$ cat src/rtl/gbr_pkg.sv
package gbr_pkg;

    localparam int MAX_GROUP_DEF  = 16;
    localparam int DATA_WIDTH_DEF = 32;

    localparam int VALUE_W = 32;
    localparam int GS_W    = 5;

    localparam logic [GS_W-1:0] GS_RESET = GS_W'(2);

    typedef struct packed {
        logic [VALUE_W-1:0] value;
        logic               stream_end;
    } in_item_t;

    typedef struct packed {
        logic [VALUE_W-1:0] out_value;
        logic               run_last;
        logic               stream_last;
    } out_item_t;

endpackage

$ cat src/rtl/gbr_ram.sv
module gbr_ram #(
    parameter int DEPTH  = 16,
    parameter int WIDTH  = 32,
    parameter int ADDR_W = (DEPTH > 1) ? $clog2(DEPTH) : 1
) (
    input  logic              aclk,
    input  logic              we,
    input  logic [ADDR_W-1:0] waddr,
    input  logic [WIDTH-1:0]  wdata,
    input  logic              re,
    input  logic [ADDR_W-1:0] raddr,
    output logic [WIDTH-1:0]  rdata
);

    logic [WIDTH-1:0] mem [DEPTH];
    logic [WIDTH-1:0] rdata_reg;

    always_ff @(posedge aclk) begin
        if (we) begin
            mem[waddr] <= wdata;
        end
    end

    // read register holds its word until the next read
    always_ff @(posedge aclk) begin
        if (re) begin
            rdata_reg <= mem[raddr];
        end
    end

    assign rdata = rdata_reg;

endmodule

$ cat src/rtl/group_block_reverser.sv
// channel | ports              | direction | payload
// --------+--------------------+-----------+--------------------------------------
// input   | s_valid s_ready    | in        | s_data  (value, stream_end)
// result  | m_valid m_ready    | out       | m_data  (out_value, run_last, stream_last)
// config  | cfg_valid cfg_ready| in        | cfg_data (group_size)
//
// s_ready is high whenever no burst is being read out.
// an input that closes a group or ends the stream starts a burst of n results, read from the
// buffer's read port one word a cycle while m_ready is high; s_ready stays low until it ends.
// a stalled m_ready holds the result register and pauses the burst; the result register
// may still hold the last word of a burst while the next input transfer is taken.
// reset clears the fill count and sets group size to 2; the buffer itself is not cleared.
module group_block_reverser #(
    parameter int MAX_GROUP  = gbr_pkg::MAX_GROUP_DEF,
    parameter int DATA_WIDTH = gbr_pkg::DATA_WIDTH_DEF
) (
    input  logic                       aclk,
    input  logic                       aresetn,
    input  logic                       s_valid,
    output logic                       s_ready,
    input  gbr_pkg::in_item_t          s_data,
    output logic                       m_valid,
    input  logic                       m_ready,
    output gbr_pkg::out_item_t         m_data,
    input  logic                       cfg_valid,
    output logic                       cfg_ready,
    input  logic [gbr_pkg::GS_W-1:0]   cfg_data
);

    import gbr_pkg::*;

    localparam int ADDR_W = (MAX_GROUP > 1) ? $clog2(MAX_GROUP) : 1;
    localparam int CNT_W  = $clog2(MAX_GROUP + 1);
    localparam int MIN_W  = (DATA_WIDTH < VALUE_W) ? DATA_WIDTH : VALUE_W;

    typedef enum logic {
        ST_IDLE,
        ST_EMIT
    } state_t;

    state_t            state_reg, state_next;
    logic [GS_W-1:0]   group_size_reg;
    logic [CNT_W-1:0]  fill_count_reg, fill_count_next;
    logic [CNT_W-1:0]  rem_reg, rem_next;
    logic [ADDR_W-1:0] addr_reg, addr_next;
    logic              rev_reg, rev_next;
    logic              end_reg, end_next;
    logic              m_valid_reg, m_valid_next;
    logic              run_last_reg, stream_last_reg;

    logic [CNT_W-1:0]      k_eff;
    logic [ADDR_W-1:0]     wr_idx;
    logic [CNT_W-1:0]      n_fill;
    logic                  in_xfer;
    logic                  rd_issue;
    logic                  full_group;
    logic [DATA_WIDTH-1:0] wr_word;
    logic [DATA_WIDTH-1:0] rd_word;

    assign cfg_ready = 1'b1;

    always_ff @(posedge aclk) begin
        if (!aresetn) begin
            group_size_reg <= GS_RESET;
        end else if (cfg_valid && cfg_ready) begin
            group_size_reg <= cfg_data;
        end
    end

    // zero acts as one, anything above the buffer depth saturates
    always_comb begin
        if (group_size_reg == '0) begin
            k_eff = CNT_W'(1);
        end else if (group_size_reg > MAX_GROUP) begin
            k_eff = CNT_W'(MAX_GROUP);
        end else begin
            k_eff = CNT_W'(group_size_reg);
        end
    end

    assign wr_idx = (fill_count_reg >= CNT_W'(MAX_GROUP)) ? '0 : fill_count_reg[ADDR_W-1:0];
    assign n_fill = CNT_W'(wr_idx) + CNT_W'(1);

    assign s_ready    = (state_reg == ST_IDLE);
    assign in_xfer    = s_valid && s_ready;
    assign full_group = (n_fill >= k_eff);
    // writes happen only in idle, reads only in emit: the two never touch one entry at once
    assign rd_issue   = (state_reg == ST_EMIT) && (!m_valid_reg || m_ready);

    always_comb begin
        wr_word            = '0;
        wr_word[MIN_W-1:0] = s_data.value[MIN_W-1:0];
    end

    always_comb begin
        state_next      = state_reg;
        fill_count_next = fill_count_reg;
        rem_next        = rem_reg;
        addr_next       = addr_reg;
        rev_next        = rev_reg;
        end_next        = end_reg;
        m_valid_next    = m_valid_reg;

        if (m_ready) begin
            m_valid_next = 1'b0;
        end

        unique case (state_reg)
            ST_IDLE: begin
                if (in_xfer) begin
                    if (full_group || s_data.stream_end) begin
                        state_next      = ST_EMIT;
                        fill_count_next = '0;
                        rem_next        = n_fill;
                        rev_next        = full_group;
                        addr_next       = full_group ? wr_idx : '0;
                        end_next        = s_data.stream_end;
                    end else begin
                        fill_count_next = n_fill;
                    end
                end
            end
            ST_EMIT: begin
                if (rd_issue) begin
                    m_valid_next = 1'b1;
                    rem_next     = rem_reg - CNT_W'(1);
                    addr_next    = rev_reg ? addr_reg - ADDR_W'(1) : addr_reg + ADDR_W'(1);
                    if (rem_reg == CNT_W'(1)) begin
                        state_next = ST_IDLE;
                    end
                end
            end
            default: begin
                state_next = ST_IDLE;
            end
        endcase
    end

    always_ff @(posedge aclk) begin
        if (!aresetn) begin
            state_reg      <= ST_IDLE;
            fill_count_reg <= '0;
            rem_reg        <= '0;
            addr_reg       <= '0;
            rev_reg        <= 1'b0;
            end_reg        <= 1'b0;
            m_valid_reg    <= 1'b0;
        end else begin
            state_reg      <= state_next;
            fill_count_reg <= fill_count_next;
            rem_reg        <= rem_next;
            addr_reg       <= addr_next;
            rev_reg        <= rev_next;
            end_reg        <= end_next;
            m_valid_reg    <= m_valid_next;
            // tags ride along with the buffer read register
            if (rd_issue) begin
                run_last_reg    <= (rem_reg == CNT_W'(1));
                stream_last_reg <= (rem_reg == CNT_W'(1)) && end_reg;
            end
        end
    end

    gbr_ram #(
        .DEPTH  (MAX_GROUP),
        .WIDTH  (DATA_WIDTH),
        .ADDR_W (ADDR_W)
    ) u_buffer (
        .aclk  (aclk),
        .we    (in_xfer),
        .waddr (wr_idx),
        .wdata (wr_word),
        .re    (rd_issue),
        .raddr (addr_reg),
        .rdata (rd_word)
    );

    always_comb begin
        m_data                      = '0;
        m_data.out_value[MIN_W-1:0] = rd_word[MIN_W-1:0];
        m_data.run_last             = run_last_reg;
        m_data.stream_last          = stream_last_reg;
    end

    assign m_valid = m_valid_reg;

    ap_burst_nonempty: assert property (@(posedge aclk) disable iff (!aresetn)
        (state_reg == ST_EMIT) |-> (rem_reg != '0))
        else $error("burst active with no words left");

    ap_fill_in_range: assert property (@(posedge aclk) disable iff (!aresetn)
        fill_count_reg < CNT_W'(MAX_GROUP))
        else $error("fill count reached buffer depth");

    ap_burst_start: assert property (@(posedge aclk) disable iff (!aresetn)
        (in_xfer && (full_group || s_data.stream_end))
        |=> (state_reg == ST_EMIT) && (fill_count_reg == '0))
        else $error("closing transfer did not start a burst");

    ap_stream_tag: assert property (@(posedge aclk) disable iff (!aresetn)
        (m_valid && m_data.stream_last) |-> m_data.run_last)
        else $error("stream end tag without run end tag");

    ap_no_overrun: assert property (@(posedge aclk) disable iff (!aresetn)
        (m_valid && !m_ready) |=> !$past(rd_issue) || $past(state_reg) != ST_EMIT)
        else $error("buffer read overwrote a stalled result");

endmodule

$ cat config.mk
export PLATFORM = sky130hd
export DESIGN_NAME = group_block_reverser
export DESIGN_NICKNAME = d
export VERILOG_FILES = /design/src/rtl/gbr_pkg.sv /design/src/rtl/gbr_ram.sv /design/src/rtl/group_block_reverser.sv
export SDC_FILE = /design/constraint.sdc
export NUM_CORES = 1
export LEC_CHECK = 0
export BUFFER_PORTS_ARGS = -buffer_cell sky130_fd_sc_hd__clkbuf_2
export CAP_MARGIN = 5
export CORE_ASPECT_RATIO = 1.5
export CORE_MARGIN = 2
export CORE_UTILIZATION = 37
export CTS_BUF_LIST = sky130_fd_sc_hd__clkbuf_4 sky130_fd_sc_hd__clkbuf_8
export DETAILED_ROUTE_END_ITERATION = 16
export SYNTH_ARGS = -nofsm -noshare
export SYNTH_HDL_FRONTEND = slang
export SYNTH_HIERARCHICAL = 1
export SYNTH_SLANG_ARGS = --single-unit
export TNS_END_PERCENT = 100
$ cat constraint.sdc
create_clock -name aclk -period 6.4 [get_ports aclk]
set_input_delay 0.64 -clock aclk [delete_from_list [all_inputs] [get_ports aclk]]
set_output_delay 0.64 -clock aclk [all_outputs]
set_load 0.02 [all_outputs]
==> out/results.md <==
• outcome: finished, final reports clean
• full die area: 60400 sq um
• Avg WL per Cell: 23.8 um
• Worst R2R End: addr_reg[1]
• number of global-route vias before repair: 11.1k
• Clock Power Share: 0.369
• top cell types by occurrence after synthesis: 546 x sky130_fd_sc_hd__edfxtp_1, 128 x sky130_fd_sc_hd__mux4_2, 65 x sky130_fd_sc_hd__a22oi_1, 52 x sky130_fd_sc_hd__nand2_1, 29 x sky130_fd_sc_hd__nor2_1
• # H-tree levels: 3
• number of max-slew violations in the final report: 0
• DRC violations left: 0
• switching part of the total power: 0.241
• hold-critical path depth: 3
• met3 Resource Use GR: 0.0354
• PortBufs: 78
• tightest slew margin relative to the limit: 0.272
• required time at the endpoint of the critical path: 6.96 ns
• EDFF count, synth: 546
• endpoint kind of the worst setup timing path: register
• unrepaired setup endpoints after global routing: false
• clock root buffer: sky130_fd_sc_hd__clkbuf_8
• standby leakage power: 0.00784 uW
• Via Count: 10.5k
• period utilisation layout: 0.517
• share of the synthesized area in the top cell type: 0.759
• GR met2 Demand/Resource: 0.275
• Placeable Area: 57800 sq um
• peak clock frequency supported by timing: 0.302 GHz
• net count after synthesis: 1060
• reg2reg start: fill_count_reg[0]
• synth unique cells: 49
• crit path cell chain: nor2b_1, ha_1, xnor2_1, inv_1, ha_1, a21oi_1, o21ai_1, a211oi_4, a311oi_1, a211oi_1
• met1 track demand over resource in global routing: 0.193
• number of failing setup endpoints in the final timing report: 0
• total congestion overflow after global routing: 0
• Setup TNS: 0 ns
• number of fill cells in the layout: 5097
• row cnt: 108
• Final min period: 3.31 ns
• internal power contribution: 6110 uW
• average cell area after synthesis: 21.5 sq um
• worst hold start: cfg_data[1]
• Synth area leader: sky130_fd_sc_hd__edfxtp_1
• Initial Utilization: 0.373
• Register-to-Register Path Depth: 10
• cell area after technology mapping: 21600 sq um
• CTS Sinks: 569
• number of DRC violations after detailed-routing iteration 0: 960
• cell count after synthesis: 1006
• number of top-level pins: 80
• Overall Global Routing Usage: 0.157
• synthesis-to-finish area growth: 14.5%
• number of buffers inserted during clock tree synthesis: 83
• Setup Fix Bufs, Post-CTS: 0
• pin count of the biggest net entering global routing: 59
• leading cell types by total area after synthesis: sky130_fd_sc_hd__edfxtp_1 76%, sky130_fd_sc_hd__mux4_2 13%, sky130_fd_sc_hd__a22oi_1 2.3%
• Crit Path Class: register to register
• via-per-instance ratio: 5.30
• Die Y-Extent: 300 um
• sum of net half-perimeters after detailed placement: 23100 um
• combinational group share of total power: 0.100
• max reg flops: 512
• register area share after synthesis: 0.781
• Clock Latency Late Sink: 0.67 ns
• worst-case clock skew: 0.0381 ns
• flip-flop cell with the highest count after synthesis: sky130_fd_sc_hd__edfxtp_1
• global routing's busiest layer: met2
• hold buffer count at cts: 0
• Flop pwr share: 0.531
• CP most frequent cell: sky130_fd_sc_hd__ha_1
• Peak supply drop: 155 uV
• async set-or-reset flop fraction in the synthesized netlist: 0
• worst path bufs/invs: 1
• net switching component of the power: 1940 uW
• Critical Path Source Type: register
• Yosys Warn Count: 6
• initial antenna violation count: 4
• first-pass iteration count of the detailed router: 5
• wire length of the first global-routing pass: 69700 um
• capture endpoint of the worst hold path: group_size_reg[1]
• transition time at the pin with the least slew margin: 1.09 ns
• count of state elements after synthesis: 569
• Detail Route Antenna Nets: 0
• overall routed net length: 47100 um
• kind of cell adding the most delay to the critical path: compound AO/OA/AOI/OAI gates
• Max Cap Violations: 0
• fraction of final layout cells with drive strength greater than 1: 0.329
• power density cells: 325 nW/um^2
• clock tree from TritonCTS: built
• utilization after layout: 0.428
• Die X-Extent: 201 um
• Resized Gates After CTS: 0
• worst endpoint data arrival time: 3.87 ns
• register-to-register setup slack: 3.09 ns
• routability-driven placement congestion ratio: 0.781
• final net count: 1194
• maximum buffer depth of the clock tree: 3
• final hold violation count: 0
• Worst path max stage delay: 0.75 ns
• worst-path cell with the longest stage delay: sky130_fd_sc_hd__nor2b_1
• Clk pin slew, worst setup/hold paths: 0.07 ns
• class of the tightest hold or removal check: input port to register
• dominant cell by count in the synthesized netlist: sky130_fd_sc_hd__edfxtp_1
• Worst Path Max Fanout: 12
## worst max-delay path by stage
stage,slack (ns),to,start,cells after the start
6_report,3.09,addr_reg[1],fill_count_reg[0],10
5_1_grt,2.85,addr_reg[1],fill_count_reg[0],10
4_1_cts,3.15,addr_reg[1],fill_count_reg[0],10
3_5_place_dp,3.18,addr_reg[1],fill_count_reg[0],10
3_3_place_gp,3.31,addr_reg[1],fill_count_reg[0],10
2_1_floorplan,2.11,u_buffer/mem[0][0],s_valid,5
## power groups by stage
stage               clock network [uW]  registers [uW]  logic, uW
floorplan                            0            4350        522
global placement                     0            4350        799
detailed placement                   0            4360        813
CTS                               3050            4280        814
global route                      3200            4280        874
finish                            2970            4280        801
## cells by family (layout without fill, tap and decap cells)
| group | after synthesis | in the layout | share of synthesized area |
|---|---|---|---|
| muxes | 134 | 134 | 0.136 |
| and+or+nand+nor | 117 | 117 | 0.0244 |
| AOI/OAI and AO/OA | 106 | 106 | 0.0361 |
| other | 1 | 2 | 0.000174 |
| buffers and inverters | 63 | 264 | 0.0138 |
| xor gates and xnor gates | 5 | 5 | 0.00203 |
| DFF | 569 | 569 | 0.781 |
| adders and majority gates | 11 | 11 | 0.00672 |
## cells in the final DEF, fill, tap and decap left out, types with 3 or more instances in the layout
| cell type | instances |
|---|---|
| sky130_fd_sc_hd__o21ai_1 | 6 |
| sky130_fd_sc_hd__bufinv_16 | 5 |
| sky130_fd_sc_hd__clkbuf_4 | 23 |
| sky130_fd_sc_hd__nand2b_1 | 4 |
| sky130_fd_sc_hd__edfxtp_1 | 546 |
| sky130_fd_sc_hd__clkinv_2 | 13 |
| sky130_fd_sc_hd__nor3_2 | 4 |
| sky130_fd_sc_hd__ha_1 | 10 |
| sky130_fd_sc_hd__xnor2_1 | 3 |
| sky130_fd_sc_hd__a211oi_1 | 3 |
| sky130_fd_sc_hd__clkbuf_8 | 83 |
| sky130_fd_sc_hd__nand2_1 | 52 |
| sky130_fd_sc_hd__and3_1 | 4 |
| sky130_fd_sc_hd__clkbuf_2 | 78 |
| sky130_fd_sc_hd__nor2b_1 | 5 |
| sky130_fd_sc_hd__nor2_4 | 13 |
| sky130_fd_sc_hd__a21o_1 | 3 |
| sky130_fd_sc_hd__clkinv_1 | 19 |
| sky130_fd_sc_hd__nand3_1 | 4 |
| sky130_fd_sc_hd__inv_1 | 8 |
| sky130_fd_sc_hd__a21oi_1 | 11 |
| sky130_fd_sc_hd__mux4_2 | 128 |
| sky130_fd_sc_hd__and2_1 | 3 |
| sky130_fd_sc_hd__buf_4 | 23 |
| sky130_fd_sc_hd__mux2i_1 | 6 |
| sky130_fd_sc_hd__dfxtp_1 | 21 |
| sky130_fd_sc_hd__nor2_1 | 16 |
| sky130_fd_sc_hd__a22oi_1 | 65 |
## worst reg2reg max path: cells and delay by family (launching register included)
family / cells / cell delay [ns]
flip-flops: 1 / 0.35
AO/OA/AOI/OAI: 5 / 1.23
adder cells (fa/ha/maj): 2 / 0.62
XOR/XNOR: 1 / 0.19
AND/OR/NAND/NOR: 1 / 0.75
buffers and inverters: 1 / 0.09
## metal layers
layer  vias up  wire length (um)
li1       4470                 -
met1      5563             18400
met2       360             24300
met3        87              2990
met4         6              1250
met5         -                49
## through the flow
stage	power (uW)	hold WS, ns	instances	cell area [sq um]	setup WS (ns)
3_5_place_dp	5170	0.467	1825	23000	3.18
2_1_floorplan	4880	0.441	1006	21600	2.11
3_3_place_gp	5150	0.448	1825	23000	3.31
5_1_grt	8360	0.208	1978	24700	2.85
6_report	8050	0.215	1978	24700	3.09
4_1_cts	8140	0.174	1977	24700	3.15
## area by class of cell
type                       instances  area (sq um)  area share
antenna                            1          2.50    0.000101
sequential                       569         16900       0.682
clock inverter                    46           392      0.0158
clock buffer                     106          1320      0.0532
timing repair buffer             102           583      0.0236
inverter                          10          37.5     0.00152
tap                              770           963      0.0390
multi-input combinational        374          4580       0.185
No activity file was read; power rests on OpenSTA's default activity.
